===== config.mk =====
export PLATFORM = sky130hd
export DESIGN_NAME = thumb_alu_with_flags
export DESIGN_NICKNAME = d
export VERILOG_FILES = /design/src/tawf_pkg.sv /design/src/thumb_alu_with_flags.sv /design/src/tawf_shifter.sv /design/src/tawf_alu.sv
export SDC_FILE = /design/constraint.sdc
export NUM_CORES = 2
export LEC_CHECK = 0
export BUFFER_PORTS_ARGS = -buffer_cell sky130_fd_sc_hd__buf_2
export CAP_MARGIN = 20
export CORE_ASPECT_RATIO = 0.5
export CORE_UTILIZATION = 55
export CTS_CLUSTER_DIAMETER = 150
export CTS_CLUSTER_SIZE = 14
export DETAILED_ROUTE_END_ITERATION = 8
export PLACE_DENSITY = 0.7
export SYNTH_ARGS = -nofsm -noshare
export SYNTH_HDL_FRONTEND = slang
export SYNTH_HIERARCHICAL = 1
export SYNTH_SLANG_ARGS = --single-unit

===== constraint.sdc =====
create_clock -name i_clk -period 8.9 [get_ports i_clk]
set_input_delay 1.78 -clock i_clk [delete_from_list [all_inputs] [get_ports i_clk]]
set_output_delay 1.78 -clock i_clk [all_outputs]
set_load 0.05 [all_outputs]

===== src/tawf_pkg.sv =====
// Shared types and constants for the Thumb ALU with kept NZCV flags.
`default_nettype none

package tawf_pkg;

    localparam int unsigned WORD_W = 32;
    localparam int unsigned AMOUNT_W = 8;
    localparam int unsigned IMM_AMOUNT_W = 5;
    localparam int unsigned FUNC_W = 5;

    // Shift amount that stands for a full-word shift.
    localparam logic [AMOUNT_W-1:0] AMOUNT_WORD = AMOUNT_W'(WORD_W);

    typedef enum logic [FUNC_W-1:0] {
        FN_AND     = 5'd0,
        FN_EOR     = 5'd1,
        FN_LSL_REG = 5'd2,
        FN_LSR_REG = 5'd3,
        FN_ASR_REG = 5'd4,
        FN_ADC     = 5'd5,
        FN_SBC     = 5'd6,
        FN_ROR     = 5'd7,
        FN_TST     = 5'd8,
        FN_NEG     = 5'd9,
        FN_CMP     = 5'd10,
        FN_CMN     = 5'd11,
        FN_ORR     = 5'd12,
        FN_MUL     = 5'd13,
        FN_BIC     = 5'd14,
        FN_ADD     = 5'd15,
        FN_SUB     = 5'd16,
        FN_MOV     = 5'd17,
        FN_ADD_NF  = 5'd18,
        FN_MOV_NF  = 5'd19,
        FN_LSL_IMM = 5'd20,
        FN_LSR_IMM = 5'd21,
        FN_ASR_IMM = 5'd22
    } t_func;

    typedef enum logic [1:0] {
        SH_LSL = 2'd0,
        SH_LSR = 2'd1,
        SH_ASR = 2'd2,
        SH_ROR = 2'd3
    } t_shift_kind;

    typedef struct packed {
        logic n;
        logic z;
        logic c;
        logic v;
    } t_flags;

    typedef struct packed {
        logic [FUNC_W-1:0] func;
        logic [WORD_W-1:0] operand_a;
        logic [WORD_W-1:0] operand_b;
    } t_in_word;

    typedef struct packed {
        logic [WORD_W-1:0] result;
        logic              write_result;
        logic              flag_n;
        logic              flag_z;
        logic              flag_c;
        logic              flag_v;
    } t_out_word;

endpackage

`default_nettype wire


===== src/thumb_alu_with_flags.sv =====
// Top level of the Thumb ALU: input register, ALU, result register and NZCV flags.
// A taken word passes from the input register through the combinational ALU into the
// result register, which drives the output word.
// Throughput: one word per cycle unless the output stalls; the combinational ALU and
// the flag register set it, since each word sees the flags left by the word just before it.
// Reset (synchronous, active low) empties both stages and clears N, Z, C and V.
// Payload registers are not reset; only their valid bits are.
`default_nettype none

module thumb_alu_with_flags (
    input  var logic                 i_clk,
    input  var logic                 i_rst_n,
    input  var logic                 i_in_valid,
    output logic                     o_in_stall,
    input  var tawf_pkg::t_in_word   i_in_word,
    output logic                     o_out_valid,
    input  var logic                 i_out_stall,
    output tawf_pkg::t_out_word      o_out_word
);
    import tawf_pkg::*;

    // Stage one holds the accepted word; stage two holds the finished result.
    logic      r_in_valid;
    t_in_word  r_in_word;
    logic      r_out_valid;
    t_out_word r_out_word;
    t_flags    r_flags;

    logic      n_in_valid;
    logic      n_out_valid;
    t_flags    n_flags;

    t_out_word alu_word;
    logic      in_accept;
    logic      out_accept;
    logic      advance;

    // The word in stage one moves on when the result register is empty or is
    // being emptied in this same cycle. The flags are committed only then, so
    // the next word always computes against the flags of its predecessor.
    assign out_accept = r_out_valid && !i_out_stall;
    assign advance    = r_in_valid && (!r_out_valid || !i_out_stall);

    // Stage one takes a new word whenever it is empty or its word moves on.
    assign o_in_stall = r_in_valid && !advance;
    assign in_accept  = i_in_valid && !o_in_stall;

    tawf_alu u_alu (
        .i_word  (r_in_word),
        .i_flags (r_flags),
        .o_word  (alu_word)
    );

    always_comb begin
        n_flags.n = alu_word.flag_n;
        n_flags.z = alu_word.flag_z;
        n_flags.c = alu_word.flag_c;
        n_flags.v = alu_word.flag_v;
    end

    always_comb begin
        n_in_valid = r_in_valid;
        if (in_accept) begin
            n_in_valid = 1'b1;
        end else if (advance) begin
            n_in_valid = 1'b0;
        end
    end

    always_comb begin
        n_out_valid = r_out_valid;
        if (advance) begin
            n_out_valid = 1'b1;
        end else if (out_accept) begin
            n_out_valid = 1'b0;
        end
    end

    always_ff @(posedge i_clk) begin
        if (!i_rst_n) begin
            r_in_valid  <= 1'b0;
            r_out_valid <= 1'b0;
            r_flags     <= '0;
        end else begin
            r_in_valid  <= n_in_valid;
            r_out_valid <= n_out_valid;
            if (advance) begin
                r_flags <= n_flags;
            end
        end
    end

    // Payload registers load only on a transfer, so a stalled word holds.
    always_ff @(posedge i_clk) begin
        if (in_accept) begin
            r_in_word <= i_in_word;
        end
        if (advance) begin
            r_out_word <= alu_word;
        end
    end

    assign o_out_valid = r_out_valid;
    assign o_out_word  = r_out_word;

endmodule

`default_nettype wire


===== src/tawf_shifter.sv =====
// Barrel shifter and rotator with the architectural carry-out rules.
`default_nettype none

module tawf_shifter (
    input  var tawf_pkg::t_shift_kind             i_kind,
    input  var logic [tawf_pkg::AMOUNT_W-1:0]     i_amount,
    input  var logic [tawf_pkg::WORD_W-1:0]       i_value,
    input  var logic                              i_carry,
    output logic [tawf_pkg::WORD_W-1:0]           o_value,
    output logic                                  o_carry
);
    import tawf_pkg::*;

    logic [IMM_AMOUNT_W-1:0] sh;
    logic                    amt_zero;
    logic                    amt_big;
    logic                    amt_exact;
    logic [WORD_W:0]         lsl_w;
    logic [WORD_W:0]         lsr_w;
    logic signed [WORD_W:0]  asr_w;
    logic [WORD_W-1:0]       ror_w;

    assign sh        = i_amount[IMM_AMOUNT_W-1:0];
    assign amt_zero  = (i_amount == '0);
    assign amt_big   = |i_amount[AMOUNT_W-1:IMM_AMOUNT_W];
    assign amt_exact = (i_amount == AMOUNT_WORD);

    // The extra bit on each side catches the last bit shifted out.
    assign lsl_w = {1'b0, i_value} << sh;
    assign lsr_w = {i_value, 1'b0} >> sh;
    assign asr_w = $signed({i_value, 1'b0}) >>> sh;
    assign ror_w = WORD_W'({i_value, i_value} >> sh);

    always_comb begin
        o_value = i_value;
        o_carry = i_carry;
        if (!amt_zero) begin
            case (i_kind)
                SH_LSL: begin
                    if (amt_big) begin
                        o_value = '0;
                        o_carry = amt_exact ? i_value[0] : 1'b0;
                    end else begin
                        o_value = lsl_w[WORD_W-1:0];
                        o_carry = lsl_w[WORD_W];
                    end
                end
                SH_LSR: begin
                    if (amt_big) begin
                        o_value = '0;
                        o_carry = amt_exact ? i_value[WORD_W-1] : 1'b0;
                    end else begin
                        o_value = lsr_w[WORD_W:1];
                        o_carry = lsr_w[0];
                    end
                end
                SH_ASR: begin
                    if (amt_big) begin
                        o_value = {WORD_W{i_value[WORD_W-1]}};
                        o_carry = i_value[WORD_W-1];
                    end else begin
                        o_value = asr_w[WORD_W:1];
                        o_carry = asr_w[0];
                    end
                end
                default: begin
                    // A rotate leaves the last bit moved round in bit 31.
                    o_value = ror_w;
                    o_carry = ror_w[WORD_W-1];
                end
            endcase
        end
    end

endmodule

`default_nettype wire


===== src/tawf_alu.sv =====
// Combinational ALU: operation decode, adder, multiplier, shifter and flag update.
`default_nettype none

module tawf_alu (
    input  var tawf_pkg::t_in_word  i_word,
    input  var tawf_pkg::t_flags    i_flags,
    output tawf_pkg::t_out_word     o_word
);
    import tawf_pkg::*;

    logic [WORD_W-1:0]   a;
    logic [WORD_W-1:0]   b;
    logic [WORD_W-1:0]   add_x;
    logic [WORD_W-1:0]   add_y;
    logic                add_cin;
    logic [WORD_W:0]     add_sum;
    logic                add_v;
    logic [WORD_W-1:0]   mul_lo;
    t_shift_kind         sh_kind;
    logic [AMOUNT_W-1:0] sh_amount;
    logic [WORD_W-1:0]   sh_value;
    logic                sh_carry;
    logic [AMOUNT_W-1:0] imm_amount;
    logic [AMOUNT_W-1:0] imm_amount_wide;
    logic [WORD_W-1:0]   res;
    logic                wr;
    logic                set_nz;
    t_flags              flags;

    assign a = i_word.operand_a;
    assign b = i_word.operand_b;

    assign mul_lo = a * b;

    // Immediate LSR and ASR read an amount of zero as a full-word shift.
    assign imm_amount      = AMOUNT_W'(b[IMM_AMOUNT_W-1:0]);
    assign imm_amount_wide = (imm_amount == '0) ? AMOUNT_WORD : imm_amount;

    always_comb begin
        sh_kind   = SH_LSL;
        sh_amount = imm_amount;
        case (i_word.func) inside
            FN_LSL_REG: begin
                sh_kind   = SH_LSL;
                sh_amount = b[AMOUNT_W-1:0];
            end
            FN_LSR_REG: begin
                sh_kind   = SH_LSR;
                sh_amount = b[AMOUNT_W-1:0];
            end
            FN_ASR_REG: begin
                sh_kind   = SH_ASR;
                sh_amount = b[AMOUNT_W-1:0];
            end
            FN_ROR: begin
                sh_kind   = SH_ROR;
                sh_amount = b[AMOUNT_W-1:0];
            end
            FN_LSR_IMM: begin
                sh_kind   = SH_LSR;
                sh_amount = imm_amount_wide;
            end
            FN_ASR_IMM: begin
                sh_kind   = SH_ASR;
                sh_amount = imm_amount_wide;
            end
            default: begin
                sh_kind   = SH_LSL;
                sh_amount = imm_amount;
            end
        endcase
    end

    tawf_shifter u_shifter (
        .i_kind   (sh_kind),
        .i_amount (sh_amount),
        .i_value  (a),
        .i_carry  (i_flags.c),
        .o_value  (sh_value),
        .o_carry  (sh_carry)
    );

    // Subtraction is addition of the inverted operand with carry in set, or with the carry flag for SBC.
    always_comb begin
        add_x   = a;
        add_y   = b;
        add_cin = 1'b0;
        case (i_word.func) inside
            FN_ADC: begin
                add_cin = i_flags.c;
            end
            FN_SBC: begin
                add_y   = ~b;
                add_cin = i_flags.c;
            end
            FN_NEG: begin
                add_x   = '0;
                add_y   = ~b;
                add_cin = 1'b1;
            end
            FN_CMP, FN_SUB: begin
                add_y   = ~b;
                add_cin = 1'b1;
            end
            default: begin
                add_cin = 1'b0;
            end
        endcase
    end

    assign add_sum = {1'b0, add_x} + {1'b0, add_y} + {{WORD_W{1'b0}}, add_cin};
    assign add_v   = ~(add_x[WORD_W-1] ^ add_y[WORD_W-1])
                   & (add_x[WORD_W-1] ^ add_sum[WORD_W-1]);

    always_comb begin
        res    = '0;
        wr     = 1'b1;
        set_nz = 1'b1;
        flags  = i_flags;
        unique case (i_word.func) inside
            FN_AND, FN_TST: res = a & b;
            FN_EOR:         res = a ^ b;
            FN_ORR:         res = a | b;
            FN_BIC:         res = a & ~b;
            FN_MUL:         res = mul_lo;
            FN_MOV:         res = b;
            FN_LSL_REG, FN_LSR_REG, FN_ASR_REG, FN_ROR,
            FN_LSL_IMM, FN_LSR_IMM, FN_ASR_IMM: begin
                res     = sh_value;
                flags.c = sh_carry;
            end
            FN_ADC, FN_SBC, FN_NEG, FN_CMP, FN_CMN, FN_ADD, FN_SUB: begin
                res     = add_sum[WORD_W-1:0];
                flags.c = add_sum[WORD_W];
                flags.v = add_v;
            end
            FN_ADD_NF: begin
                res    = add_sum[WORD_W-1:0];
                set_nz = 1'b0;
            end
            FN_MOV_NF: begin
                res    = b;
                set_nz = 1'b0;
            end
            default: begin
                res    = '0;
                wr     = 1'b0;
                set_nz = 1'b0;
            end
        endcase
        // Compare and test report their value but do not write it back.
        if (i_word.func == FN_TST || i_word.func == FN_CMP || i_word.func == FN_CMN) begin
            wr = 1'b0;
        end
        if (set_nz) begin
            flags.n = res[WORD_W-1];
            flags.z = (res == '0);
        end
    end

    assign o_word.result       = res;
    assign o_word.write_result = wr;
    assign o_word.flag_n       = flags.n;
    assign o_word.flag_z       = flags.z;
    assign o_word.flag_c       = flags.c;
    assign o_word.flag_v       = flags.v;

endmodule

`default_nettype wire


# --- After elaboration in Yosys (flattened, before gate mapping) ---
# Index checks and enable logic that the tools add are counted.
totals:
  ff_bits: 112
  inputBits: 73
  output_inout_bits: 39
  wordCells: 129
op_classes:
  addsub: 2
  n_mul: 1
  eq_ne: 25
  shifts: 4
  n_mux: 46
  bitwise_logic: 9
  n_reduce_logical: 27
op_table:
  columns: ["operator", "n"]
  rows:
  - ["32-bit 2-to-1 mux", 11]
  - ["32-bit one-hot mux with 8 select lines", 1]
  - ["32-bit one-hot mux with 3 select lines", 1]
  - ["32-bit bitwise AND", 2]
  - ["64-bit by 5-bit right shift with 32-bit output", 1]
  - ["8-bit 2-to-1 mux", 6]
  - ["5-bit by 4-bit equality test with 1-bit output, second input constant", 8]
  - ["5-bit equality test, second input constant", 7]
  - ["32-bit by 32-bit adder with 33-bit output", 1]
  - ["33-bit by 1-bit adder with 33-bit output", 1]
  - ["32-bit by 5-bit left shift with 33-bit output", 1]
  - ["33-bit by 5-bit right shift with 33-bit output", 1]
  - ["33-bit by 5-bit >>> shifter with 33-bit output", 1]
  - ["32-bit zero test", 1]
  - ["32-bit by 32-bit multiplier with 32-bit output", 1]
  - ["32-bit NOT", 1]
  - ["32-bit bitwise OR", 1]
  - ["32-bit XOR", 1]
  - ["23-bit OR reduction", 1]
  - ["21-bit OR reduction", 1]
  - ["5-bit by 3-bit equality test with 1-bit output, second input constant", 4]
  - ["1-bit 2-to-1 mux", 17]
  - ["8-bit zero test", 2]
  - ["2-bit 2-to-1 mux", 7]
  - ["21 further kinds", 35]

# --- Logic depth before layout (Yosys ltp) ---
depth:
  depth_word: 15
  mapped_depth: 33
  depth_no_buf: 31

# --- By module ---
# Netlist, hierarchy kept.
modules_own_cells:
  columns: ["module", "n_inst", "cells_each", "area_per_inst_um2", "seq_area_each_um2"]
  rows:
  - ["tawf_alu", 1, 2571, 20317.0, 0.0]
  - ["tawf_shifter", 1, 739, 5587.9, 0.0]
  - ["thumb_alu_with_flags", 1, 131, 3429.5, 3303.2]

# --- Worst setup path after synthesis ---
# No wires, ideal clock.
synth_path:
  path_kind: "register -> register"
  from: "register r_in_word[42] (netlist name)"
  to: "register r_flags[2] (netlist name)"
  setup_ps: 76
  arrival_ps: 7936
  t_required_ps: 8824
  setup_slack_ps: 888
  path_stages_with_launch: 31
  path_buffers: 3
  period_less_slack_ps: 8012
  path_cell_list: "edfxtp_1 clkbuf_1 inv_1 buf_1 nor2_1 fa_1 fa_1 fa_1 inv_1 fa_1 inv_1 fa_1 ha_1 fa_1 fa_1 ha_1 clkbuf_1 a21oi_1 nor2_1 a211o_1 a2111oi_2 nor2_1 mux2i_1 nand4_1 or4_1 nor4_1 nor4b_2 nand4_1 o41ai_2 nand2_1 mux2i_1"
synth_rtl:
  columns: ["element", "line_no", "source"]
  rows:
  - ["start: declaration", "thumb_alu_with_flags.sv:24", "t_in_word r_in_word;"]
  - ["start signal: assignment", "thumb_alu_with_flags.sv:96", "r_in_word <= i_in_word;"]
  - ["end signal: assignment", "thumb_alu_with_flags.sv:88", "r_flags <= n_flags;"]
  - ["end: declaration", "thumb_alu_with_flags.sv:27", "t_flags r_flags;"]

==> flow_summary_export.csv <==
group,metric,value,unit
critical_path,worst_r2r_path_depth,28,
die,design.die.area,54300,um2
critical_path,cpPeakStageDelay,0.60,ns
critical_path,worst_setup_path_end_kind,"flip-flop",
placement,place_inst,4255,
layout,nFillCells,4480,
job,cap_violations,0,
die,die_width,329,um
layout,finalNonFillerCells,4305,
hold_path,hold_path_depth,2,
sta,rsz0062_at_grt,"false",
global_route,grt_usage,51.1,%
sta,setup_violations,0,
sta,slew_violations,0,
clock_tree,cts_tree,"built",
routing,vias_per_cell,6.93,
sta,fin_crit_sh,96.9,%
die,die_h,165,um
logic_synthesis,yosysWarningCount,6,
run_status,violations,"design-rule violations",
logic_synthesis,yosysUniqueCellTypes,95,
critical_path,cp_common_cell,"fa_1",
global_route,grt_pass1_vias,28530,
die,core_area,52300,um2
routing,remaining_drc_errors,4,
global_route,antenna_found_initial,19,
layout,syn_to_final_growth,10.4,%
clock_tree,path_clk_slew,0.10,ns
layout,final_util,61.9,%
layout,nNetsFinal,4270,
routing,wire_per_inst,32.2,um
clock_tree,root_buffer,"clkbuf_16",
critical_path,cp.required,9.24,ns
logic_synthesis,yosys.area.top_type,"fa_1",
hold_path,hold_class,"reg2reg",
clock_tree,clk_latency,0.42,ns
die,start_util,56.0,%
logic_synthesis,ys_seq_elements,112,
sta,setup_tns,0,ns
critical_path,cp_data_arrival_time,8.96,ns
critical_path,start_kind,"flip-flop",
logic_synthesis,ys_top_cells_by_area,"fa_1 28%, edfxtp_1 11%, ha_1 8.6%",
placement,post-place-ws,0.128,ns
die,io_pins,112,
logic_synthesis,avgSynthCellArea,8.52,um2
clock_tree,cts_hold_buf,0,
clock_tree,htreeDepth,3,
sta,fmaxAchievable,116,MHz
sta,fin_skew,0.0236,ns
layout,drive_above_1_share,15.2,%
logic_synthesis,synth_edf_count,106,
clock_tree,numCtsBuffers,9,
logic_synthesis,synth_top_area_share,28.0,%
sta,final_hold_viol_count,0,
die,rows,59,
routing,drt_pass1_iterations,8,
logic_synthesis,syn-num-nets,4126,
sta,slew_headroom,19.1,%
routing,ant_nets,0,
clock_tree,cts_buffer_depth,2,
critical_path,path_class,"reg2reg",
sta,worst_slack,0.280,ns
logic_synthesis,netlist_instances,3441,
logic_synthesis,synth_flop_cell,"edfxtp_1",
placement,hpwl,106,mm
routing,vias,29837,
sta,period_needed,8.62,ns
sta,tightest_slew,1.20,ns
logic_synthesis,synth-async-reset-ratio,0,%
placement,place.gp.congestion,1.07,
logic_synthesis,yosysSeqAreaShare,11.3,%
clock_tree,clock-sinks,112,
logic_synthesis,syn-cell-area,29300,um2
global_route,grt_pass1_wl,196,mm
global_route,gr-total-overflow,0,
critical_path,cp_slowest_cell,"fa_1",
global_route,grt_max_degree,87,
routing,drtIter0Drc,4847,
critical_path,crit_fanout,7,
placement,numPortBuffers,111,
routing,finalWirelength,139,mm
run_status,status,"finished, violations left",
==> through the flow <==
stage | area (um2) | hold WS (ns)
floorplan | 29300 | 0.432
global placement | 31600 | 0.441
detailed placement | 31600 | 0.458
CTS | 32000 | 0.474
global route | 32400 | 0.494
finish | 32400 | 0.471
==> layer usage <==
layer  GRT usage (%)  share of wire (%)  vias to the layer above
met5            1.09               0.12                        -
met4            26.6                6.6                       16
met3            26.9                 19                      652
met2            68.6                 38                     2840
met1            65.9                 36                    14452
li1                -                  -                    11877
==> cells in the mapped netlist, drive strengths merged (17+ instances only) <==
| master | number |
|---|---|
| a211oi | 24 |
| a21o | 27 |
| a21oi | 167 |
| a221oi | 18 |
| a22oi | 24 |
| a31oi | 22 |
| buf | 83 |
| clkbuf | 156 |
| edfxtp | 106 |
| fa | 410 |
| ha | 202 |
| inv | 460 |
| mux2 | 36 |
| mux2i | 63 |
| mux4 | 61 |
| nand2 | 372 |
| nand2b | 17 |
| nand3 | 46 |
| nor2 | 467 |
| nor3 | 52 |
| nor4 | 25 |
| o211ai | 33 |
| o21ai | 115 |
| o221ai | 19 |
| o22ai | 20 |
| xnor2 | 98 |
| xor2 | 27 |
==> cells by family (layout without fill, tap and decap cells) <==
kind of cell	Yosys count	count (layout)	synth area share, %
xor gates and xnor gates	126	126	3.81
DFF	112	112	11.3
AOI/OAI and AO/OA	624	624	14.4
adders and majority gates	613	613	36.6
buffers and inverters	715	864	9.61
other	0	14	0
and+or+nand+nor	1091	1091	16.0
muxes	160	160	8.30
==> worst max-delay path, delay by kind of cell (launching register included) <==
| family | cells | cell delay, ns |
|---|---|---|
| fa+ha+maj | 9 | 4.35 |
| simple gates | 8 | 1.63 |
| compound gates | 5 | 1.19 |
| buf+inv | 5 | 0.63 |
| flops | 1 | 0.57 |
| mux | 1 | 0.14 |
==> final timing paths <==
| check | from | to | slack (ns) |
|---|---|---|---|
| worst min-delay path | r_flags[2]$_SDFFE_PN0P_ | r_flags[2]$_SDFFE_PN0P_ | 0.47 |
| worst min register to register | r_flags[2]$_SDFFE_PN0P_ | r_flags[2]$_SDFFE_PN0P_ | 0.47 |
| worst max register to register | r_in_word[48]$_DFFE_PP_ | r_flags[2]$_SDFFE_PN0P_ | 0.28 |
| worst max-delay path | r_in_word[48]$_DFFE_PP_ | r_flags[2]$_SDFFE_PN0P_ | 0.28 |
==> cell usage in the layout (no fill, tap or decap), types with 27 or more instances in the layout <==
cell type,instances
nor3_1,49
mux4_2,55
xor2_1,27
buf_4,247
xnor2_1,98
a21oi_1,164
edfxtp_1,106
fa_1,404
ha_1,202
nor2_1,464
o21ai_0,104
nand3_1,46
mux2i_1,62
buf_2,112
o211ai_1,33
nand2_1,372
inv_1,444
a21o_1,27
mux2_2,35
==> area by class of cell <==
type                    count  area (um2)  area share, %
diodes                     14        35.0          0.108
clock buffers               9         225          0.695
clock inverters             7        93.8          0.290
inverters                 476        1820           5.60
multi-input cells        2614       23400           72.2
flip-flops and latches    112        3300           10.2
well taps                 701         877           2.71
repair buffers            371        2650           8.19
repair inverters            1        7.51         0.0232
==> flip-flops by register name, indices dropped and copies added (netlist names) <==
register and flops:
r_flags 4, o_out_valid 1, o_out_word 37, r_in_word 69, r_in_valid 1
==> timing repair <==
item | 4_1_cts | 5_1_grt
endpoints found under the setup margin | 0 | 2
buffers inserted | 0 | 16
gates resized for setup | 0 | 40
Power is left out: the tool's default activity adds up to more than one toggle a clock period on the data nets, which glitch-free logic cannot reach.
